===== config.mk =====
export PLATFORM = sky130hd
export DESIGN_NAME = tlb_lookup_lru_replace_unit
export DESIGN_NICKNAME = d
export VERILOG_FILES = /design/src/sv/tlru_pkg.sv /design/src/sv/tlru_cell.sv /design/src/sv/tlb_lookup_lru_replace_unit.sv
export SDC_FILE = /design/constraint.sdc
export NUM_CORES = 1
export LEC_CHECK = 0
export ABC_CLOCK_PERIOD_IN_PS = 5600
export BUFFER_PORTS_ARGS = -buffer_cell sky130_fd_sc_hd__buf_2
export CAP_MARGIN = 30
export CORE_MARGIN = 5
export CORE_UTILIZATION = 59
export CTS_CLUSTER_DIAMETER = 150
export DETAILED_ROUTE_END_ITERATION = 8
export PLACE_DENSITY = 0.76
export SLEW_MARGIN = 10
export SYNTH_ARGS = -nofsm -noshare
export SYNTH_HDL_FRONTEND = slang
export SYNTH_SLANG_ARGS = --single-unit

===== constraint.sdc =====
create_clock -name i_clk -period 5.6 [get_ports i_clk]
set_clock_uncertainty 0.1 [all_clocks]
set_input_delay 0.56 -clock i_clk [delete_from_list [all_inputs] [get_ports i_clk]]
set_output_delay 0.56 -clock i_clk [all_outputs]
set_load 0.02 [all_outputs]

===== src/sv/tlru_pkg.sv =====
// shared types and constants for the tlb lookup with lru replacement
package tlru_pkg;

    localparam int ENTRIES     = 5;
    localparam int OFFSET_BITS = 12;
    localparam int ADDR_W      = 32;
    localparam int TAG_W       = ADDR_W - OFFSET_BITS;
    localparam int IDX_W       = (ENTRIES > 1) ? $clog2(ENTRIES) : 1;
    localparam int RANK_W      = $clog2(ENTRIES + 1);
    localparam int PAGE_OUT_W  = 20;
    localparam int OFFS_OUT_W  = 12;
    localparam int SLOT_OUT_W  = 3;

    localparam logic [ADDR_W-1:0] OFFSET_MASK = ADDR_W'((64'd1 << OFFSET_BITS) - 64'd1);
    localparam logic [RANK_W-1:0] RANK_OLDEST = RANK_W'(ENTRIES - 1);
    localparam logic [RANK_W-1:0] RANK_ALL    = RANK_W'(ENTRIES);

    typedef struct packed {
        logic              hit;
        logic [IDX_W-1:0]  hit_idx;
        logic [RANK_W-1:0] hit_rank;
        logic              empty;
        logic [IDX_W-1:0]  empty_idx;
        logic              victim;
        logic [IDX_W-1:0]  victim_idx;
    } t_scan;

    typedef struct packed {
        logic              en;
        logic              fill;
        logic [IDX_W-1:0]  sel_idx;
        logic [RANK_W-1:0] thr;
        logic [TAG_W-1:0]  tag;
    } t_upd;

endpackage


===== src/sv/tlru_cell.sv =====
// one tlb slot: valid bit, page tag and age rank, with its link in the scan chain
module tlru_cell
    import tlru_pkg::*;
(
    input  logic             i_clk,
    input  logic             i_rst_n,
    input  logic [IDX_W-1:0] i_idx,
    input  logic [TAG_W-1:0] i_tag,
    input  t_scan            i_scan,
    output t_scan            o_scan,
    input  t_upd             i_upd
);

    logic              r_valid;
    logic [TAG_W-1:0]  r_tag;
    logic [RANK_W-1:0] r_rank;
    logic              w_match;
    logic              w_oldest;

    assign w_match  = r_valid && (r_tag == i_tag);
    assign w_oldest = (r_rank == RANK_OLDEST);

    always_comb begin
        o_scan = i_scan;
        if (!i_scan.hit && w_match) begin
            o_scan.hit      = 1'b1;
            o_scan.hit_idx  = i_idx;
            o_scan.hit_rank = r_rank;
        end
        if (!i_scan.empty && !r_valid) begin
            o_scan.empty     = 1'b1;
            o_scan.empty_idx = i_idx;
        end
        if (!i_scan.victim && w_oldest) begin
            o_scan.victim     = 1'b1;
            o_scan.victim_idx = i_idx;
        end
    end

    always_ff @(posedge i_clk) begin
        if (!i_rst_n) begin
            r_valid <= 1'b0;
            r_rank  <= '0;
        end else if (i_upd.en) begin
            if (i_upd.sel_idx == i_idx) begin
                r_rank <= '0;
                if (i_upd.fill) begin
                    r_valid <= 1'b1;
                end
            end else if (r_valid && (r_rank < i_upd.thr)) begin
                r_rank <= r_rank + RANK_W'(1);
            end
        end
    end

    always_ff @(posedge i_clk) begin
        if (i_upd.en && i_upd.fill && (i_upd.sel_idx == i_idx)) begin
            r_tag <= i_upd.tag;
        end
    end

endmodule


===== src/sv/tlb_lookup_lru_replace_unit.sv =====
// top level: fully associative tlb with lru replacement built as a row of slot cells
// result beat: registered, and valid in the cycle after its accepted address beat
// throughput: one address per cycle while the input is not stalled, set by the combinational scan along the cell row
// input stall rises only while a result is held and the output is stalled
// reset: synchronous active low; all slots empty, ranks zero, no result pending
module tlb_lookup_lru_replace_unit
    import tlru_pkg::*;
(
    input  logic                  i_clk,
    input  logic                  i_rst_n,
    input  logic                  i_in_valid,
    output logic                  o_in_stall,
    input  logic [ADDR_W-1:0]     i_virtual_address,
    output logic                  o_out_valid,
    input  logic                  i_out_stall,
    output logic                  o_hit,
    output logic                  o_replaced,
    output logic [SLOT_OUT_W-1:0] o_slot_index,
    output logic [PAGE_OUT_W-1:0] o_page_number,
    output logic [OFFS_OUT_W-1:0] o_page_offset
);

    t_scan            w_scan [0:ENTRIES];
    t_upd             w_upd;
    logic [TAG_W-1:0] w_tag;
    logic             w_accept;
    logic [IDX_W-1:0] w_sel;
    logic             w_replaced;

    logic                  r_out_valid;
    logic                  r_hit;
    logic                  r_replaced;
    logic [SLOT_OUT_W-1:0] r_slot;
    logic [PAGE_OUT_W-1:0] r_page;
    logic [OFFS_OUT_W-1:0] r_offs;

    assign o_in_stall = r_out_valid && i_out_stall;
    assign w_accept   = i_in_valid && !o_in_stall;
    assign w_tag      = TAG_W'(i_virtual_address >> OFFSET_BITS);

    assign w_scan[0] = '0;

    for (genvar g = 0; g < ENTRIES; g++) begin : g_cell
        tlru_cell u_cell (
            .i_clk   (i_clk),
            .i_rst_n (i_rst_n),
            .i_idx   (IDX_W'(g)),
            .i_tag   (w_tag),
            .i_scan  (w_scan[g]),
            .o_scan  (w_scan[g+1]),
            .i_upd   (w_upd)
        );
    end

    always_comb begin
        w_replaced = 1'b0;
        if (w_scan[ENTRIES].hit) begin
            w_sel     = w_scan[ENTRIES].hit_idx;
            w_upd.thr = w_scan[ENTRIES].hit_rank;
        end else if (w_scan[ENTRIES].empty) begin
            w_sel     = w_scan[ENTRIES].empty_idx;
            w_upd.thr = RANK_ALL;
        end else begin
            w_sel      = w_scan[ENTRIES].victim_idx;
            w_upd.thr  = RANK_OLDEST;
            w_replaced = 1'b1;
        end
        w_upd.en      = w_accept;
        w_upd.fill    = !w_scan[ENTRIES].hit;
        w_upd.sel_idx = w_sel;
        w_upd.tag     = w_tag;
    end

    always_ff @(posedge i_clk) begin
        if (!i_rst_n) begin
            r_out_valid <= 1'b0;
        end else if (w_accept) begin
            r_out_valid <= 1'b1;
        end else if (!i_out_stall) begin
            r_out_valid <= 1'b0;
        end
    end

    always_ff @(posedge i_clk) begin
        if (w_accept) begin
            r_hit      <= w_scan[ENTRIES].hit;
            r_replaced <= w_replaced;
            r_slot     <= SLOT_OUT_W'(w_sel);
            r_page     <= PAGE_OUT_W'(i_virtual_address >> OFFSET_BITS);
            r_offs     <= OFFS_OUT_W'(i_virtual_address & OFFSET_MASK);
        end
    end

    assign o_out_valid   = r_out_valid;
    assign o_hit         = r_hit;
    assign o_replaced    = r_replaced;
    assign o_slot_index  = r_slot;
    assign o_page_number = r_page;
    assign o_page_offset = r_offs;

endmodule


; ---- Word-level counts from Yosys, hierarchy flattened
; Index checks and enable logic that the tools add are counted.
[word_totals]
regBits = 158
in_bits = 36
elab_cells = 143
[classes]
n_addsub = 5
order_cmp = 5
eq_ne = 15
muxes = 32
bitwise_logic = 1
n_reduce_logical = 64
[ops]
columns = cell, n
row1 = $eq 20x20->1, 5
row2 = $mux 3, 14
row3 = $mux 4, 9
row4 = $mux 7, 5
row5 = $logic_and 1x1->1, 30
row6 = $eq 3x3->1 const B, 6
row7 = $logic_not 1->1, 18
row8 = $add 3x1->3 const B, 5
row9 = $lt 3x3->1, 5
row10 = $reduce_and 3->1, 5
row11 = $reduce_and 2->1, 5
row12 = $reduce_bool 2->1, 5
row13 = $eq 3x2->1 const B, 2
row14 = $mux 1, 4
row15 = $eq 3x1->1 const B, 1
row16 = $logic_not 3->1, 1
row17 = $ne 2x1->1 const B, 1
row18 = $not 1->1, 1

; ---- Depth between registers and ports, before layout
[depth]
word_depth = 20
mapped_depth = 18

; ---- By module
; Synthesis repeated with hierarchy kept, for this count alone.
[unflattened]
cells_unflattened = 569
hier_area_um2 = 7733.7
[by_module_without_submodules]
columns = mod, instances, cells_each, area_per_inst_um2
row1 = tlru_cell, 5, 102, 1293.7
row2 = tlb_lookup_lru_replace_unit, 1, 59, 1265.0

; ---- Worst setup path before layout
; Ideal clock, no wire load.
[synth_path]
kind = input to register
startpoint = in i_virtual_address[12]
endpoint = reg g_cell[1].u_cell.r_tag[0] (enable)
setup_ns = 0.425
t_arrival_ns = 3.954
t_required_ns = 5.075
path_slack_ns = 1.121
path_stages = 8
n_path_buf = 1
cell_sequence = buf_4 xor2_1 or4_4 or4_4 o22ai_2 a21oi_1 nand2b_1 nor3_1
[synth_rtl]
columns = element, line
row1 = "start, declared", tlb_lookup_lru_replace_unit.sv:13  ; input logic [ADDR_W-1:0] i_virtual_address,
row2 = "end signal, assigned", tlru_cell.sv:58  ; r_tag <= i_upd.tag;
row3 = "end, declared", tlru_cell.sv:15  ; logic [TAG_W-1:0] r_tag;

; ---- Worst setup path in the final report
[layout_path]
startpoint = reg g_cell[1].u_cell.r_tag[12]
endpoint = reg g_cell[0].u_cell.r_rank[2]
[layout_via]
elab_chain_cells = 18
word_cells_on_any_way = 21
cone_classes = order compare: 1 / eq/ne: 1 / mux: 7 / reduce/logical: 12
[layout_lines]
columns = element, line
row1 = $eq 20x20->1 *, tlru_cell.sv:20  ; assign w_match = r_valid && (r_tag == i_tag);
row2 = $logic_and 1x1->1 *, tlru_cell.sv:20
row3 = $logic_and 1x1->1 *, tlru_cell.sv:25  ; if (!i_scan.hit && w_match) begin
row4 = $mux 7 *, tlru_cell.sv:25
row5 = $logic_not 1->1, tlru_cell.sv:25
row6 = $logic_and 1x1->1, tlru_cell.sv:25
row7 = $mux 7 *, tlru_cell.sv:25
row8 = $logic_not 1->1, tlru_cell.sv:25
row9 = (+2 left out), --
row10 = $logic_not 1->1, tlru_cell.sv:25
row11 = $logic_and 1x1->1, tlru_cell.sv:25
row12 = $mux 7 *, tlru_cell.sv:25
row13 = $mux 3, tlb_lookup_lru_replace_unit.sv:57  ; if (w_scan[ENTRIES].hit) begin
row14 = $lt 3x3->1, tlru_cell.sv:50  ; end else if (r_valid && (r_rank < i_upd.thr)) begin
row15 = $logic_and 1x1->1, tlru_cell.sv:50
row16 = $reduce_bool 2->1 (no line), --
row17 = $reduce_and 2->1 (no line), --
row18 = "end signal, assigned", tlru_cell.sv:51  ; r_rank <= r_rank + RANK_W'(1);
row19 = "end, declared", tlru_cell.sv:16  ; logic [RANK_W-1:0] r_rank;
; Every way passes the cells marked *; elsewhere a longest branch is shown, timed or not.
; A chain may end at the register's enable or synchronous reset.

==> summary.txt <==
Status
  – Status: complete, no violations

Placed design
  – Dpl cell area: 8100 um^2
  – IO buf count: 74
  – Routability cong.: roughly 0.95
  – Dpl hpwl: 12.8 mm

Timing
  – Crit share post-route: 0.755
  – Endpoints failing setup: 0
  – Final Max Tran Viols: 0
  – Final hold violation count: 0
  – Final setup TNS: 0 ns
  – Slew @ Worst Pin: 0.987 ns
  – Final Critical Period: 4.23 ns
  – Rel. slew slack: 0.338
  – Unrepaired setup endpoints after global routing: false
  – Fmax: 237 MHz

Yosys
  – Post-synth EDFFs: 137
  – Main synth FF type: edfxtp_1
  – Async S/R FF share, synth: 0
  – Post-Syn Area: 7580 um^2
  – Post-Syn Nets: 635
  – Seq/Total Area, Yosys: 0.598
  – #FFs+latches synth: 158
  – Post-synth cell types: 78
  – Syn_area_per_cell: 13.0 um^2
  – Post-Synthesis Cells: about 600
  – Ys Warns: 0

Worst setup path
  – Launch point of the worst reg-to-reg path: g_cell[1].u_cell.r_tag[12]$_DFFE_PP_
  – Crit end category: flop
  – Crit path from: g_cell[1].u_cell.r_tag[12]$_DFFE_PP_
  – R2R cell count: 15
  – R2R Path End: g_cell[0].u_cell.r_rank[2]$_SDFFE_PN0P_
  – Crit path max fanout: 5
  – Minimum setup slack among reg-to-reg paths: 1.37 ns
  – Critical Path AT: between 4 and 5 ns
  – Req. time, crit path: 5.81 ns
  – Startpoint types: flop
  – Crit path capture: g_cell[0].u_cell.r_rank[2]$_SDFFE_PN0P_
  – Setup Crit Path Kind: reg2reg

Routing
  – DRT iter0 DRCs: about 430
  – Routed via count: about 5100
  – DR pass1 iterations: 5
  – Wire per inst: roughly 21 um
  – Final ANT Viol Nets: 0
  – Detailed Route WL: 17.8 mm
  – Vias/cell: 6.08
  – # DRC: 0

Power and ir drop
  – VDD IR max: 250 uV
  – Pleak: between 0.003 and 0.004 uW
  – Pwr/cell area: around 310 nW/um^2

CTS
  – Cts hold-fix bufs: 0
  – TritonCTS Sinks: 158
  – H-tree Lvls: 4
  – CTS tree: built
  – Worst-Skew Late Latency: around 0.42 ns
  – Clock root buffer: clkbuf_16
  – Clock buffer depth: 2
  – Count of cells resized by post-cts repair: 0
  – Setup Fix Bufs, Post-CTS: 0
  – CTS clk-pin slew, worst paths: 0.06 ns
  – Number of CTS-inserted buffers: 17

Layout
  – Most frequent cells in the layout: edfxtp_1 (137), xnor2_1 (77), buf_2 (74), nand2_1 (31), nand4_1 (30)
  – Post-layout instance area: 8650 um^2
  – Most common cell after layout, fill and taps aside: edfxtp_1
  – Share of cells above drive strength 1: 0.208
  – Antenna diodes: 0
  – Nets: 703
  – P&R area growth vs syn: 14.2%

Floorplan
  – Die area: 15200 um^2
  – # rows: about 40
  – Die X: roughly 120 um
  – Core area: about 13000 um^2
  – Initial core utilization: 0.600
  – Die height: 123 um
  – Ports: 75

GRT
  – GR Overflow Total: 0
  – Initial antenna violation count: 0
  – GRT Resource Usage Total: 0.248
  – Largest net degree at the start of global routing: 27
  – First-pass GRT wire length: 27.8 mm
  – Vias in the first global route: 5065

Job
  – Max Cap Viol: 0

Worst hold path
  – Hold WC Path Type: in2reg
## logic make-up after synthesis
| logic type | after synthesis | synth area share |
|---|---|---|
| buffers and inverters | 53 | 0.0301 |
| flip-flops | 158 | 0.598 |
| AND/OR/NAND/NOR | 170 | 0.134 |
| AO/OA/AOI/OAI | 78 | 0.0845 |
| adder cells (fa/ha/maj) | 15 | 0.0248 |
| XOR/XNOR | 101 | 0.117 |
| multiplexers | 9 | 0.0119 |
## cells in the mapped netlist, types with 3 or more instances
library cell,number,area (um^2)
nor2_1,14,52.6
o21ai_0,9,45.0
o21a_1,12,90.1
or3_1,4,25.0
mux2i_1,9,90.1
edfxtp_1,137,4110
xor2_1,24,210
nand4_1,30,188
a21o_1,3,22.5
xnor2_1,77,674
a211oi_1,4,30.0
a31oi_1,3,18.8
a21oi_1,8,40.0
o211ai_1,3,22.5
buf_2,8,40.0
inv_1,21,78.8
dfxtp_1,21,420
ha_1,15,188
nand2b_1,3,18.8
nor4b_1,4,35.0
nand3_1,23,115
clkbuf_1,19,71.3
and4_1,4,35.0
or2_2,3,18.8
and3_1,6,37.5
nor4_1,10,62.6
o211a_1,3,30.0
o22ai_2,3,37.5
nand2_1,31,116
or4_1,7,52.6
nor3_1,8,40.0
## state kept, by name, indices dropped and copies added (netlist names)
register               flops
g_cell.u_cell.r_tag      100
o_page_number             20
g_cell.u_cell.r_rank      15
o_page_offset             12
g_cell.u_cell.r_valid      5
o_slot_index               3
o_hit                      1
o_out_valid                1
o_replaced                 1
## critical path, cell delays in order (launching register included)
cell	delay, ns
edfxtp_1	0.38
xnor2_1	0.21
nand2_1	0.09
or3b_2	0.47
nor4_1	0.31
nand4_1	0.19
nor3b_1	0.20
o21ai_0	0.13
o21ai_0	0.12
o32ai_1	0.45
ha_1	0.39
inv_1	0.07
a211oi_1	0.04
a211o_1	0.35
or4_1	0.49
o211a_1	0.14
## layer usage
layer / wire length [um] / global-route usage / vias to the layer above
met5: 0 / 0 / -
met4: 569 / 0.122 / 0
met3: 955 / 0.0457 / 35
met2: 9030 / 0.423 / 192
met1: 7260 / 0.304 / 2519
li1: - / - / 2340
## per-stage QoR
stage	cells	setup slack, ns	hold slack [ns]	util	power (uW)
finish	836	1.37	0.215	0.685	2650
global route	836	1.18	0.188	0.685	2740
CTS	836	1.42	0.193	0.685	2670
detailed placement	805	1.05	0.401	0.641	1580
global placement	804	1.12	0.391	0.640	1570
floorplan	584	1.12	0.368	-	1500
## layout make-up
cell class,count,area [um^2]
repair buffers,80,428
fillers,929,3970
inverters,22,82.6
flip-flops and latches,158,4530
clock buffers,20,437
clock inverters,11,118
well taps,172,215
multi-input cells,373,2840
## worst min-delay path by stage
stage | start | endpoint | slack, ns | depth (start not counted)
after detailed placement | g_cell[1].u_cell.r_rank[1]$_SDFFE_PN0P_ | g_cell[1].u_cell.r_rank[1]$_SDFFE_PN0P_ | 0.40 | 2
after global routing | i_virtual_address[11] | o_page_offset[11]$_DFFE_PP_ | 0.19 | 1
after CTS | i_virtual_address[5] | o_page_offset[5]$_DFFE_PP_ | 0.19 | 1
final | i_virtual_address[6] | o_page_offset[6]$_DFFE_PP_ | 0.22 | 1
after global placement | g_cell[1].u_cell.r_rank[1]$_SDFFE_PN0P_ | g_cell[1].u_cell.r_rank[1]$_SDFFE_PN0P_ | 0.39 | 2
after floorplan | g_cell[4].u_cell.r_rank[1]$_SDFFE_PN0P_ | g_cell[4].u_cell.r_rank[1]$_SDFFE_PN0P_ | 0.37 | 2
## report_power, final
| group | total [uW] | internal, uW | switching, uW |
|---|---|---|---|
| Clock | 1090 | 651 | 443 |
| Sequential | 1340 | 1320 | 16.5 |
| Combinational | 218 | 72.6 | 145 |
Power figures use the tool's default switching activity.
